===== config.mk =====
export PLATFORM = sky130hd
export DESIGN_NAME = stream_find_replace_unit_flat
export DESIGN_NICKNAME = d
export VERILOG_FILES = /design/src/sv/sfr_pkg.sv /design/src/sv/sfr_if.sv /design/src/sv/sfr_front.sv /design/src/sv/sfr_queue.sv /design/src/sv/sfr_back.sv /design/src/sv/stream_find_replace_unit.sv /design/src/flat_wrapper.sv
export SDC_FILE = /design/constraint.sdc
export NUM_CORES = 1
export LEC_CHECK = 0
export BUFFER_PORTS_ARGS = -buffer_cell sky130_fd_sc_hd__buf_2
export CELL_PAD_IN_SITES_DETAIL_PLACEMENT = 0
export CELL_PAD_IN_SITES_GLOBAL_PLACEMENT = 2
export CORE_ASPECT_RATIO = 1.1
export CORE_MARGIN = 4
export CORE_UTILIZATION = 40
export CTS_CLUSTER_DIAMETER = 40
export DETAILED_ROUTE_END_ITERATION = 12
export PLACE_DENSITY_LB_ADDON = 0.1
export SKIP_LAST_GASP = 1
export SLEW_MARGIN = 30
export SYNTH_ARGS = -nofsm -noshare
export SYNTH_HDL_FRONTEND = slang
export SYNTH_HIERARCHICAL = 1
export SYNTH_SLANG_ARGS = --single-unit

===== constraint.sdc =====
create_clock -name clk -period 27.1 [get_ports clk]
set_input_delay 1.355 -clock clk [delete_from_list [all_inputs] [get_ports clk]]
set_output_delay 1.355 -clock clk [all_outputs]
set_load 0.01 [all_outputs]

===== src/sv/sfr_pkg.sv =====
// ----------------------------------------------------------------------------
// sfr_pkg
// Shared constants, types and helpers for the stream find-and-replace unit.
// ----------------------------------------------------------------------------
`default_nettype none

package sfr_pkg;

	// Sizes
	localparam int CHAR_W      = 16;
	localparam int MAX_PATTERN = 8;
	localparam int MAX_REPLACE = 8;
	localparam int MAX_RESULTS = 8;
	localparam int LEN_W       = $clog2(MAX_RESULTS + 1);   // lengths 0..8
	localparam int POS_W       = $clog2(MAX_PATTERN);       // window index
	localparam int IDX_W       = $clog2(MAX_RESULTS);       // result index in a job
	localparam int CNT_W       = 16;
	localparam int CFG_DATA_W  = 64;
	localparam int CFG_IDX_W   = 3;
	localparam int QDEPTH      = 2;
	localparam int QPTR_W      = $clog2(QDEPTH);
	localparam int QCNT_W      = $clog2(QDEPTH + 1);

	localparam logic [CHAR_W-1:0] ASCII_UPPER_A = 16'h0041;
	localparam logic [CHAR_W-1:0] ASCII_UPPER_Z = 16'h005A;
	localparam logic [CHAR_W-1:0] ASCII_CASE_OFS = 16'h0020;
	localparam logic [CNT_W-1:0]  CNT_MAX = '1;

	// Configuration register indexes
	typedef enum logic [CFG_IDX_W-1:0] {
		REG_PATTERN_LOW  = 3'd0,
		REG_PATTERN_HIGH = 3'd1,
		REG_REPLACE_LOW  = 3'd2,
		REG_REPLACE_HIGH = 3'd3,
		REG_PATTERN_LEN  = 3'd4,
		REG_REPLACE_LEN  = 3'd5,
		REG_IGNORE_CASE  = 3'd6
	} cfg_reg_t;

	// Current configuration, characters unpacked (element 0 is character 0)
	typedef struct packed {
		logic [MAX_PATTERN-1:0][CHAR_W-1:0] pattern;
		logic [MAX_REPLACE-1:0][CHAR_W-1:0] replace;
		logic [LEN_W-1:0]                   pattern_len;
		logic [LEN_W-1:0]                   replace_len;
		logic                               ignore_case;
	} cfg_t;

	// One classified input item: the results it causes
	typedef struct packed {
		logic [MAX_RESULTS-1:0][CHAR_W-1:0] chars;
		logic [IDX_W-1:0]                   nm1;       // result count minus one
		logic                               has_char;  // 0 for the empty end marker
		logic                               last;
		logic [CNT_W-1:0]                   count;
	} job_t;

	// Front status seen by the top level
	typedef struct packed {
		logic [POS_W-1:0] fill;
		logic [CNT_W-1:0] match_cnt;
	} front_stat_t;

	// ASCII-only fold to lower case
	function automatic logic [CHAR_W-1:0] fold(input logic [CHAR_W-1:0] c,
		input logic ic);
		if (ic && c >= ASCII_UPPER_A && c <= ASCII_UPPER_Z)
			return c + ASCII_CASE_OFS;
		return c;
	endfunction

endpackage

`default_nettype wire


===== src/sv/sfr_if.sv =====
// ----------------------------------------------------------------------------
// sfr_if
// Valid/ready channels of the stream find-and-replace unit.
// ----------------------------------------------------------------------------
`default_nettype none

// Input characters
interface sfr_in_if import sfr_pkg::*; ();
	logic              valid;
	logic              ready;
	logic [CHAR_W-1:0] in_char;
	logic              in_last;

	modport source (output valid, in_char, in_last, input ready);
	modport sink   (input valid, in_char, in_last, output ready);
endinterface

// Result items
interface sfr_out_if import sfr_pkg::*; ();
	logic              valid;
	logic              ready;
	logic [CHAR_W-1:0] out_char;
	logic              has_char;
	logic              out_last;
	logic [CNT_W-1:0]  match_count;

	modport source (output valid, out_char, has_char, out_last, match_count,
		input ready);
	modport sink   (input valid, out_char, has_char, out_last, match_count,
		output ready);
endinterface

// Configuration writes
interface sfr_cfg_if import sfr_pkg::*; ();
	logic                  valid;
	logic                  ready;
	logic [CFG_IDX_W-1:0]  index;
	logic [CFG_DATA_W-1:0] data;

	modport source (output valid, index, data, input ready);
	modport sink   (input valid, index, data, output ready);
endinterface

`default_nettype wire


===== src/sv/sfr_front.sv =====
// ----------------------------------------------------------------------------
// sfr_front
// Accepts characters, keeps the match window, compares it with the pattern
// and pushes a job of up to eight results when a character yields results.
// ----------------------------------------------------------------------------
`default_nettype none

module sfr_front import sfr_pkg::*; (
	input  wire logic    clk,
	input  wire logic    arst_n,
	sfr_in_if.sink       feed,
	input  wire cfg_t    cfg,
	input  wire logic    q_full,
	output logic         push,
	output job_t         push_job,
	output front_stat_t  stat
);

	logic [MAX_PATTERN-1:0][CHAR_W-1:0] win_q;
	logic [POS_W-1:0]                   fill_q;
	logic [CNT_W-1:0]                   matches_q;

	logic [MAX_PATTERN-1:0][CHAR_W-1:0] win_new;
	logic [MAX_PATTERN-1:0][CHAR_W-1:0] win_shift;
	logic [LEN_W-1:0]                   fill_ext, fill_new, plen, rlen, nres;
	logic                               accept, cmp, hit, do_shift;
	logic [CNT_W-1:0]                   matches_new;

	assign feed.ready = !q_full;
	assign accept     = feed.valid && feed.ready;

	// Effective lengths
	always_comb begin
		if (cfg.pattern_len == '0)
			plen = LEN_W'(1);
		else if (cfg.pattern_len > LEN_W'(MAX_PATTERN))
			plen = LEN_W'(MAX_PATTERN);
		else
			plen = cfg.pattern_len;
		if (cfg.replace_len > LEN_W'(MAX_REPLACE))
			rlen = LEN_W'(MAX_REPLACE);
		else
			rlen = cfg.replace_len;
	end

	// Append, compare all positions in parallel, build the shifted window
	always_comb begin
		fill_ext = {1'b0, fill_q};
		fill_new = fill_ext + LEN_W'(1);
		for (int i = 0; i < MAX_PATTERN; i++) begin
			win_new[i] = (LEN_W'(i) == fill_ext) ? feed.in_char : win_q[i];
		end
		cmp = (fill_new >= plen);
		hit = cmp;
		for (int i = 0; i < MAX_PATTERN; i++) begin
			if (LEN_W'(i) < plen &&
				fold(win_new[i], cfg.ignore_case) != fold(cfg.pattern[i], cfg.ignore_case))
				hit = 1'b0;
		end
		for (int i = 0; i < MAX_PATTERN - 1; i++) begin
			win_shift[i] = win_new[i+1];
		end
		win_shift[MAX_PATTERN-1] = win_new[MAX_PATTERN-1];
		do_shift = cmp && !hit && !feed.in_last;
	end

	// Result count and job contents
	always_comb begin
		matches_new = (hit && matches_q != CNT_MAX) ? matches_q + CNT_W'(1) : matches_q;
		if (hit)
			nres = rlen;
		else if (feed.in_last)
			nres = fill_new;
		else if (cmp)
			nres = LEN_W'(1);
		else
			nres = '0;
		push_job.chars    = hit ? cfg.replace : win_new;
		push_job.nm1      = (nres == '0) ? '0 : IDX_W'(nres - LEN_W'(1));
		push_job.has_char = (nres != '0);
		push_job.last     = feed.in_last;
		push_job.count    = matches_new;
		push = accept && (nres != '0 || feed.in_last);
	end

	// Window contents
	always_ff @(posedge clk) begin
		if (accept)
			win_q <= do_shift ? win_shift : win_new;
	end

	// Fill level and match counter
	always_ff @(posedge clk or negedge arst_n) begin
		if (!arst_n) begin
			fill_q    <= '0;
			matches_q <= '0;
		end else if (accept) begin
			if (feed.in_last || hit)
				fill_q <= '0;
			else if (cmp)
				fill_q <= POS_W'(fill_new - LEN_W'(1));
			else
				fill_q <= POS_W'(fill_new);
			matches_q <= feed.in_last ? '0 : matches_new;
		end
	end

	assign stat.fill      = fill_q;
	assign stat.match_cnt = matches_q;

endmodule

`default_nettype wire


===== src/sv/sfr_queue.sv =====
// ----------------------------------------------------------------------------
// sfr_queue
// Two-entry job queue between the front and the back.
// ----------------------------------------------------------------------------
`default_nettype none

module sfr_queue import sfr_pkg::*; (
	input  wire logic clk,
	input  wire logic arst_n,
	input  wire logic push,
	input  wire job_t push_job,
	output logic      full,
	input  wire logic pop,
	output logic      head_valid,
	output job_t      head_job
);

	job_t              ent_q [QDEPTH];
	logic [QPTR_W-1:0] wr_q, rd_q;
	logic [QCNT_W-1:0] cnt_q;

	assign full       = (cnt_q == QCNT_W'(QDEPTH));
	assign head_valid = (cnt_q != '0);
	assign head_job   = ent_q[rd_q];

	// Entry storage
	always_ff @(posedge clk) begin
		if (push)
			ent_q[wr_q] <= push_job;
	end

	// Pointers and occupancy
	always_ff @(posedge clk or negedge arst_n) begin
		if (!arst_n) begin
			wr_q  <= '0;
			rd_q  <= '0;
			cnt_q <= '0;
		end else begin
			if (push)
				wr_q <= (wr_q == QPTR_W'(QDEPTH - 1)) ? '0 : wr_q + QPTR_W'(1);
			if (pop)
				rd_q <= (rd_q == QPTR_W'(QDEPTH - 1)) ? '0 : rd_q + QPTR_W'(1);
			if (push && !pop)
				cnt_q <= cnt_q + QCNT_W'(1);
			else if (pop && !push)
				cnt_q <= cnt_q - QCNT_W'(1);
		end
	end

endmodule

`default_nettype wire


===== src/sv/sfr_back.sv =====
// ----------------------------------------------------------------------------
// sfr_back
// Expands the head job into registered results, one per cycle unless stalled.
// ----------------------------------------------------------------------------
`default_nettype none

module sfr_back import sfr_pkg::*; (
	input  wire logic clk,
	input  wire logic arst_n,
	input  wire logic head_valid,
	input  wire job_t head_job,
	output logic      pop,
	sfr_out_if.source result
);

	logic [IDX_W-1:0]  idx_q;
	logic              out_valid_q;
	logic [CHAR_W-1:0] out_char_q;
	logic              has_char_q;
	logic              out_last_q;
	logic [CNT_W-1:0]  count_q;
	logic              load, at_end;

	assign load   = head_valid && (!out_valid_q || result.ready);
	assign at_end = (idx_q == head_job.nm1);
	assign pop    = load && at_end;

	// Result index within the head job and output valid
	always_ff @(posedge clk or negedge arst_n) begin
		if (!arst_n) begin
			idx_q       <= '0;
			out_valid_q <= 1'b0;
		end else begin
			if (load)
				idx_q <= at_end ? '0 : idx_q + IDX_W'(1);
			if (load)
				out_valid_q <= 1'b1;
			else if (result.ready)
				out_valid_q <= 1'b0;
		end
	end

	// Output payload
	always_ff @(posedge clk) begin
		if (load) begin
			out_char_q <= head_job.has_char ? head_job.chars[idx_q] : '0;
			has_char_q <= head_job.has_char;
			out_last_q <= head_job.last && at_end;
			count_q    <= head_job.count;
		end
	end

	assign result.valid       = out_valid_q;
	assign result.out_char    = out_char_q;
	assign result.has_char    = has_char_q;
	assign result.out_last    = out_last_q;
	assign result.match_count = count_q;

endmodule

`default_nettype wire


===== src/sv/stream_find_replace_unit.sv =====
// ----------------------------------------------------------------------------
// stream_find_replace_unit
// Streaming find-and-replace over 16-bit characters with an 8-entry window.
// ----------------------------------------------------------------------------
//  channel  dir  payload                                  transfer when
//  feed     in   in_char[15:0], in_last                   valid & ready
//  result   out  out_char[15:0], has_char, out_last,      valid & ready
//                match_count[15:0]
//  cfg      in   index[2:0], data[63:0]                   valid & ready
//
//  The front takes one character per cycle unless the job queue is full;
//  the compare of all window positions is done in the cycle the character
//  is accepted. The back emits one result per cycle unless the output
//  stalls, so an item with several results holds it until all are sent;
//  the two-entry job queue absorbs the difference. The back registers
//  each result. arst_n resets the window fill, match count, queue, output
//  valid and the registers to their reset values; cfg is always ready.
// ----------------------------------------------------------------------------
`default_nettype none

module stream_find_replace_unit import sfr_pkg::*; (
	input  wire logic clk,
	input  wire logic arst_n,
	sfr_in_if.sink    feed,
	sfr_out_if.source result,
	sfr_cfg_if.sink   cfg
);

	logic [CFG_DATA_W-1:0] pattern_low_q, pattern_high_q;
	logic [CFG_DATA_W-1:0] replace_low_q, replace_high_q;
	logic [LEN_W-1:0]      pattern_len_q, replace_len_q;
	logic                  ignore_case_q;

	cfg_t        cfg_cur;
	job_t        push_job, head_job;
	front_stat_t stat;
	logic        push, q_full, pop, head_valid;

	// Configuration registers
	assign cfg.ready = 1'b1;

	always_ff @(posedge clk or negedge arst_n) begin
		if (!arst_n) begin
			pattern_low_q  <= '0;
			pattern_high_q <= '0;
			replace_low_q  <= '0;
			replace_high_q <= '0;
			pattern_len_q  <= LEN_W'(1);
			replace_len_q  <= '0;
			ignore_case_q  <= 1'b0;
		end else if (cfg.valid) begin
			case (cfg.index)
				REG_PATTERN_LOW:  pattern_low_q  <= cfg.data;
				REG_PATTERN_HIGH: pattern_high_q <= cfg.data;
				REG_REPLACE_LOW:  replace_low_q  <= cfg.data;
				REG_REPLACE_HIGH: replace_high_q <= cfg.data;
				REG_PATTERN_LEN:  pattern_len_q  <= cfg.data[LEN_W-1:0];
				REG_REPLACE_LEN:  replace_len_q  <= cfg.data[LEN_W-1:0];
				REG_IGNORE_CASE:  ignore_case_q  <= cfg.data[0];
				default: ;
			endcase
		end
	end

	assign cfg_cur.pattern     = {pattern_high_q, pattern_low_q};
	assign cfg_cur.replace     = {replace_high_q, replace_low_q};
	assign cfg_cur.pattern_len = pattern_len_q;
	assign cfg_cur.replace_len = replace_len_q;
	assign cfg_cur.ignore_case = ignore_case_q;

	// Front: window and compare
	sfr_front u_front (
		.clk      (clk),
		.arst_n   (arst_n),
		.feed     (feed),
		.cfg      (cfg_cur),
		.q_full   (q_full),
		.push     (push),
		.push_job (push_job),
		.stat     (stat)
	);

	// Job queue
	sfr_queue u_queue (
		.clk        (clk),
		.arst_n     (arst_n),
		.push       (push),
		.push_job   (push_job),
		.full       (q_full),
		.pop        (pop),
		.head_valid (head_valid),
		.head_job   (head_job)
	);

	// Back: result expansion
	sfr_back u_back (
		.clk        (clk),
		.arst_n     (arst_n),
		.head_valid (head_valid),
		.head_job   (head_job),
		.pop        (pop),
		.result     (result)
	);

	// Checks
	a_no_overflow: assert property (@(posedge clk) disable iff (!arst_n)
		!(push && q_full))
		else $error("job pushed into a full queue");

	a_no_pop_empty: assert property (@(posedge clk) disable iff (!arst_n)
		!(pop && !head_valid))
		else $error("job popped from an empty queue");

	a_empty_marks_end: assert property (@(posedge clk) disable iff (!arst_n)
		(result.valid && !result.has_char) |-> (result.out_last && result.out_char == '0))
		else $error("result without a character is not an end marker");

	a_last_clears: assert property (@(posedge clk) disable iff (!arst_n)
		(feed.valid && feed.ready && feed.in_last) |=>
		(stat.fill == '0 && stat.match_cnt == '0))
		else $error("window or count not cleared after the last character");

endmodule

`default_nettype wire

===== src/flat_wrapper.sv =====
// flat-port wrapper written by rule: the top's interface ports become plain ports
module stream_find_replace_unit_flat import sfr_pkg::*;
  (clk, arst_n, feed_valid, feed_in_char, feed_in_last, feed_ready, result_valid, result_out_char, result_has_char, result_out_last, result_match_count, result_ready, cfg_valid, cfg_index, cfg_data, cfg_ready);
  sfr_in_if feed_i ();
  sfr_out_if result_i ();
  sfr_cfg_if cfg_i ();
  input  wire logic clk;
  input  wire logic arst_n;
  input wire logic [$bits(feed_i.valid)-1:0] feed_valid;
  input wire logic [$bits(feed_i.in_char)-1:0] feed_in_char;
  input wire logic [$bits(feed_i.in_last)-1:0] feed_in_last;
  output wire logic [$bits(feed_i.ready)-1:0] feed_ready;
  output wire logic [$bits(result_i.valid)-1:0] result_valid;
  output wire logic [$bits(result_i.out_char)-1:0] result_out_char;
  output wire logic [$bits(result_i.has_char)-1:0] result_has_char;
  output wire logic [$bits(result_i.out_last)-1:0] result_out_last;
  output wire logic [$bits(result_i.match_count)-1:0] result_match_count;
  input wire logic [$bits(result_i.ready)-1:0] result_ready;
  input wire logic [$bits(cfg_i.valid)-1:0] cfg_valid;
  input wire logic [$bits(cfg_i.index)-1:0] cfg_index;
  input wire logic [$bits(cfg_i.data)-1:0] cfg_data;
  output wire logic [$bits(cfg_i.ready)-1:0] cfg_ready;
  assign feed_i.valid = feed_valid;
  assign feed_i.in_char = feed_in_char;
  assign feed_i.in_last = feed_in_last;
  assign feed_ready = feed_i.ready;
  assign result_valid = result_i.valid;
  assign result_out_char = result_i.out_char;
  assign result_has_char = result_i.has_char;
  assign result_out_last = result_i.out_last;
  assign result_match_count = result_i.match_count;
  assign result_i.ready = result_ready;
  assign cfg_i.valid = cfg_valid;
  assign cfg_i.index = cfg_index;
  assign cfg_i.data = cfg_data;
  assign cfg_ready = cfg_i.ready;
  stream_find_replace_unit u_core (.clk(clk), .arst_n(arst_n), .feed(feed_i), .result(result_i), .cfg(cfg_i));
endmodule

# Word-level counts from Yosys, hierarchy flattened
# Memories as Yosys holds them, arrays and structs flattened.
# Index checks and enable logic that the tools add are counted.
# classes
addsub	25
n_lt_le_gt_ge	44
eq_ne	24
muxes	88
reduce_logical	74
# ops
operator	count
$mux W16	43
$add A16 B6 Y16 const B	16
$ge A16 B7 Y1 const B	16
$le A16 B7 Y1 const B	16
$mux W128	1
$ne A16 B16 Y1	8
$mux W112	1
$logic_and A1 B1 Y1	50
$bmux W16 S3	1
$mux W1	31
$mux W4	5
$add A16 B1 Y16 const B	1
$lt A3 B4 Y1 const A	4
$ne A16 B16 Y1 const B	1
$reduce_and A2 Y1	7
$eq A3 B3 Y1 const A	4
$mux W3	4
$eq A3 B3 Y1 const B	3
$gt A4 B4 Y1 const B	2
$logic_not A4 Y1	2
$lt A1 B4 Y1 const A	2
$lt A2 B4 Y1 const A	2
$eq A2 B3 Y1 const A	2
$eq A3 B2 Y1 const B	2
18 further kinds	31
# word_totals
ff_bits	454
ramBits	298
inputBits	89
elab_cells	282
n_memories	1
# memory_table
name	words	width	read_ports	rd_ports_with_merged_regs	write_ports	line_no	source
u_core.u_queue.ent_q	2	149	1	0	1	sfr_queue.sv:18	job_t ent_q [QDEPTH];

# Longest topological paths before layout
# depth
ltp_word	25
ltp_mapped	27
depth_no_buf	19

# Cells and area by module
# The synthesis kept the hierarchy.
# modules_own_cells
mod	n_inst	cells_each	area_each_um2	seq_area_each_um2
sfr_front	1	1858	15318.4	4319.1
sfr_queue	1	480	11354.6	9048.7
stream_find_replace_unit	1	567	10440.0	6632.6
sfr_back	1	133	2299.7	1121.1

# Worst setup path before layout
# OpenSTA, ideal clock, no wires.
# synth_timing
kind	in2reg
start	input feed_in_char[5]
end	memory u_core/u_queue/ent_q[0][0] (netlist bit) (enable)
setup_time_ps	677
t_arrival_ps	10715
t_required_ps	26423
slack_ps	15708
path_stages	16
path_buffers	3
cell_sequence	clkbuf_1 > mux2i_1 > inv_1 > ha_1 > xnor3_1 > and2_1 > o311ai_1 > o32ai_2 > nand4_1 > nor2_1 > and3_1 > buf_4 > buf_2 > a21o_1 > a21oi_1 > nor2b_1
# synth_between
elab_chain_cells	22
# synth_rtl
element	line_no	source
start: declaration	flat_wrapper.sv:10	input wire logic [$bits(feed_i.in_char)-1:0] feed_in_char;
$mux W16	sfr_front.sv:51	win_new[i] = (LEN_W'(i) == fill_ext) ? feed.in_char : win_q[i];
$ge A16 B7 Y1	sfr_pkg.sv:67	if (ic && c >= ASCII_UPPER_A && c <= ASCII_UPPER_Z)
$logic_and A1 B1 Y1 (2 in a row)	sfr_pkg.sv:67	
$mux W1	sfr_pkg.sv:67	
$mux W16	sfr_pkg.sv:69	return c;
$ne A16 B16 Y1	sfr_front.sv:57	fold(win_new[i], cfg.ignore_case) != fold(cfg.pattern[i], cfg.ignore_case))
$logic_and A1 B1 Y1	sfr_front.sv:56	if (LEN_W'(i) < plen &&
$mux W1 (7 in a row)	sfr_front.sv:56	
$mux W1 (*)	sfr_front.sv:56	
$mux W4 (*)	sfr_front.sv:70	if (hit)
$reduce_bool A4 Y1 (*)	sfr_front.sv:83	push = accept && (nres != '0 || feed.in_last);
$logic_or A1 B1 Y1 (*)	sfr_front.sv:83	
$logic_and A1 B1 Y1 (*)	sfr_front.sv:83	
via u_core.push	stream_find_replace_unit.sv:37	logic push, q_full, pop, head_valid;
$mux W1 (*)	sfr_queue.sv:28	if (push)
$mux W1 (not written as such) (*)	sfr_queue.sv:29	ent_q[wr_q] <= push_job;
end: declaration	sfr_queue.sv:18	
# The timed path passes the listed nets; every way through them passes the cells marked *. The select of a mux whose other input is x is not followed.

==> key figures <==
Timing
  • Final Cycle Share: 0.2849
  • Tmin final: about 7.7 ns
  • Unrepaired setup endpoints after global routing: false
  • Fin Setup TNS: 0 ns
  • Final setup fails: 0
  • Worst-margin pin slew: between 1 and 1.5 ns
  • Setup Skew: 0.03027 ns
  • Max Slew Vio Count: 0
  • Final hold violation count: 0
  • Slew margin rel.: 0.2680
  • Final WS setup: between 15 and 20 ns
  • Fmax: approximately 130 MHz

Die
  • Initial core utilization: 0.4038
  • Die area: around 100000 µm²
  • Die width: about 310 µm
  • Core ar.: a little under 100000 µm²
  • Core Rows: 120
  • Die Span Y: 337.2 µm
  • I/O pin count: around 130

Logic synthesis
  • Post-synthesis register bit count: approximately 750
  • Post-synth EDFFs: 460
  • Mapped Cells: a little over 3000
  • Register area share after synthesis: 0.5359
  • Syn Nets: 3157
  • Synthesized cell area: between 30000 and 40000 µm²
  • Ys async rst share: 0.3883
  • Avg Cell Area, Syn: between 10 and 15 µm²
  • Yosys cell types: between 100 and 150
  • Top_reg_cell synth: edfxtp_1
  • Syn. warnings: 6

Place
  • Dpl hpwl: ~110000 µm
  • RD Place Congestion: between 0.9 and 1
  • Port Buffer Count: 124
  • Pre-CTS WS: between 15 and 20 ns

Global route
  • First-pass GRT wire length: about 220000 µm
  • GR Overflow Total: 0
  • Initial antenna violation count: 7
  • GRT Util Overall: 0.2996
  • Largest net degree at the start of global routing: around 130
  • Vias in the first global route: around 27000

Clock tree
  • Clk Latency, worst-skew pair: a little over 0.7 ns
  • Cts repair resizes: 0
  • Max clock buf depth: 3
  • Clock buffer count from CTS: about 120
  • Hold_buf cts: 0
  • Clock H-tree levels: 3
  • Setup bufs post-CTS: 0
  • CTS tree: yes
  • CTS sink count: between 700 and 800
  • Worst-path clk slew: around 0.060 ns
  • Clk root buf: clkbuf_16

Min path
  • Worst min path class: register to register

Drt
  • Drt wl/cell: 34.86 µm
  • Post-route ant nets: 0
  • Initial DRC Count: approximately 3200
  • DR DRC count: 0
  • Drt total wl: between 150000 and 200000 µm
  • Drt first pass iters: 5
  • Via Count: 27860
  • Via density: roughly 6

Critical path
  • Crit path to: u_core/u_queue/ent_q[0][130]
  • RR Endpoint: u_core/u_queue/ent_q[0][130]
  • Worst reg-to-reg path cell count: 16
  • FF-to-FF setup slack: 19.38 ns
  • RR Startpoint: u_core/u_front/fill_q[0]
  • Max incr delay on CP: around 0.8 ns
  • Critical path startpoint: u_core/u_front/fill_q[0]
  • Crit end category: register
  • Crit path arrival time: 8.15 ns
  • Crit start category: register
  • Req. time, crit path: 27.53 ns
  • CP Class: register to register
  • Slowest CP cell: mux2i_2
  • Crit Path Max Fanout: 67
  • CP Cell Sequence: inv_1 -> ha_1 -> nand2b_1 -> buf_4 -> mux2i_2 -> inv_1 -> ha_1 -> xnor3_1 -> a211oi_1 -> o311ai_1 -> o32ai_2 -> nand4_1 -> nor2_1 -> nand3_4 -> buf_4 -> a21oi_1

Final layout
  • Commonest non-fill, non-tap cell in the layout: edfxtp_1
  • Ant. Diodes: 0
  • Area Growth Syn to Fin: 14.63%
  • Fillers: approximately 9000
  • Fin nets: 3263
  • Commonest non-fill, non-tap cells in the layout: 460 x edfxtp_1, 289 x dfrtp_1, 220 x mux2_4
  • Share of cells above drive strength 1: 0.2870

Power
  • LEAKAGE: ~18 nW
  • VDD IR max: about 59 µV
  • PD cells: ~130 nW/µm²

Run
  • # Max-Cap Violations: 0

Outcome
  • Status: completed
[logic make-up (layout without fill, tap and decap cells)]
| logic type | count (synthesis) | after routing | synth area share |
|---|---|---|---|
| buf+inv | 313 | 522 | 0.04178 |
| mux | 606 | 606 | 0.1993 |
| flops | 752 | 752 | 0.5359 |
| simple gates | 684 | 684 | 0.09060 |
| fa+ha+maj | 30 | 30 | 0.009524 |
| compound gates | 511 | 511 | 0.09032 |
| other cells | 1 | 1 | 0.00009515 |
| xor+xnor | 141 | 141 | 0.03244 |
[cells in the mapped netlist (all sizes together) (11+ instances only)]
| master | instances | area [µm²] |
|---|---|---|
| nor3 | 76 | 390.4 |
| and3 | 20 | 125.1 |
| nand2b | 13 | 88.83 |
| or4 | 12 | 90.09 |
| nor4 | 75 | 503.0 |
| inv | 109 | 409.1 |
| clkbuf | 82 | 307.8 |
| nand3 | 59 | 310.3 |
| o221a | 22 | 247.7 |
| mux4 | 32 | 728.2 |
| o22ai | 14 | 87.58 |
| o221ai | 11 | 96.34 |
| a21oi | 212 | 1072 |
| a2111oi | 12 | 117.6 |
| buf | 122 | 929.6 |
| nor2b | 20 | 125.1 |
| a211o | 17 | 148.9 |
| and2 | 12 | 75.07 |
| a221oi | 15 | 131.4 |
| a221o | 13 | 130.1 |
| xor2 | 63 | 551.8 |
| a222oi | 11 | 110.1 |
| nand2 | 86 | 327.8 |
| xnor2 | 75 | 656.9 |
| edfxtp | 460 | 13810 |
| a211oi | 22 | 165.2 |
| nor2 | 216 | 813.3 |
| ha | 30 | 375.4 |
| o21ai | 41 | 209.0 |
| mux2 | 432 | 5690 |
| dfrtp | 291 | 7282 |
| mux2i | 142 | 1438 |
| nand4 | 36 | 225.2 |
| o211ai | 13 | 102.6 |
[worst min path at each step]
stage                         startpoint                         to  cells after the start
2_1_floorplan    u_core/u_queue/cnt_q[1]    u_core/u_queue/cnt_q[1]                      1
3_3_place_gp     u_core/u_queue/cnt_q[1]    u_core/u_queue/cnt_q[1]                      1
3_5_place_dp     u_core/u_queue/cnt_q[1]    u_core/u_queue/cnt_q[1]                      1
4_1_cts          u_core/u_queue/cnt_q[1]    u_core/u_queue/cnt_q[1]                      1
5_1_grt        u_core/replace_high_q[43]  u_core/replace_high_q[43]                      1
6_report         u_core/u_queue/cnt_q[1]    u_core/u_queue/cnt_q[1]                      1
[metrics by stage]
| step | hold WS (ns) | utilization | instance area (µm²) | instances | total power [mW] |
|---|---|---|---|---|---|
| 2_1_floorplan | 0.4474 | - | 39410 | 3038 | 3.301 |
| 6_report | 0.4739 | 0.4629 | 45180 | 4528 | 5.756 |
| 3_3_place_gp | 0.4690 | 0.4202 | 41000 | 4305 | 4.152 |
| 3_5_place_dp | 0.4663 | 0.4209 | 41070 | 4306 | 4.175 |
| 4_1_cts | 0.4768 | 0.4625 | 45130 | 4527 | 5.733 |
| 5_1_grt | 0.5089 | 0.4629 | 45180 | 4528 | 5.951 |
[layout make-up]
type | instances | area [µm²] | share of cell area
Sequential cell | 752 | 21130 | 0.4676
Multi-Input combinational cell | 1973 | 16770 | 0.3712
Clock buffer | 136 | 3132 | 0.06932
Tap cell | 1281 | 1603 | 0.03548
Timing Repair Buffer | 192 | 1206 | 0.02670
Clock inverter | 85 | 927.1 | 0.02052
Inverter | 109 | 414.1 | 0.009166
[metal layers]
metal,global-route usage,routed length [µm]
met1,0.4107,67060
met3,0.05388,11990
met2,0.4863,73690
met5,0,27
met4,0.09485,5061
[critical path: cells and delay by family (launching register included)]
family / cells / cell delay (ns)
AND/OR/NAND/NOR: 4 / 1.73
AO/OA/AOI/OAI: 4 / 1.72
buffers and inverters: 4 / 1.37
multiplexers: 1 / 0.80
adder cells (fa/ha/maj): 2 / 0.75
flip-flops: 1 / 0.57
XOR/XNOR: 1 / 0.35
[report_power, final]
part           switching [mW]  total [mW]  internal (mW)
clock network           0.606        1.54          0.932
logic                    1.35        2.18          0.827
registers               0.311        2.04           1.73
[flip-flops by register name (all words and copies together) (netlist names), 16 cells and up]
| signal | count |
|---|---|
| u_core/replace_high_q | 64 |
| u_core/pattern_low_q | 64 |
| u_core/u_front/win_q | 128 |
| u_core/u_back/result.out_char | 16 |
| u_core/u_queue/ent_q | 298 |
| u_core/u_back/result.match_count | 16 |
| u_core/replace_low_q | 64 |
| u_core/pattern_high_q | 64 |
| u_core/u_front/matches_q | 16 |
Note: power is estimated with default switching activity, not from simulation.
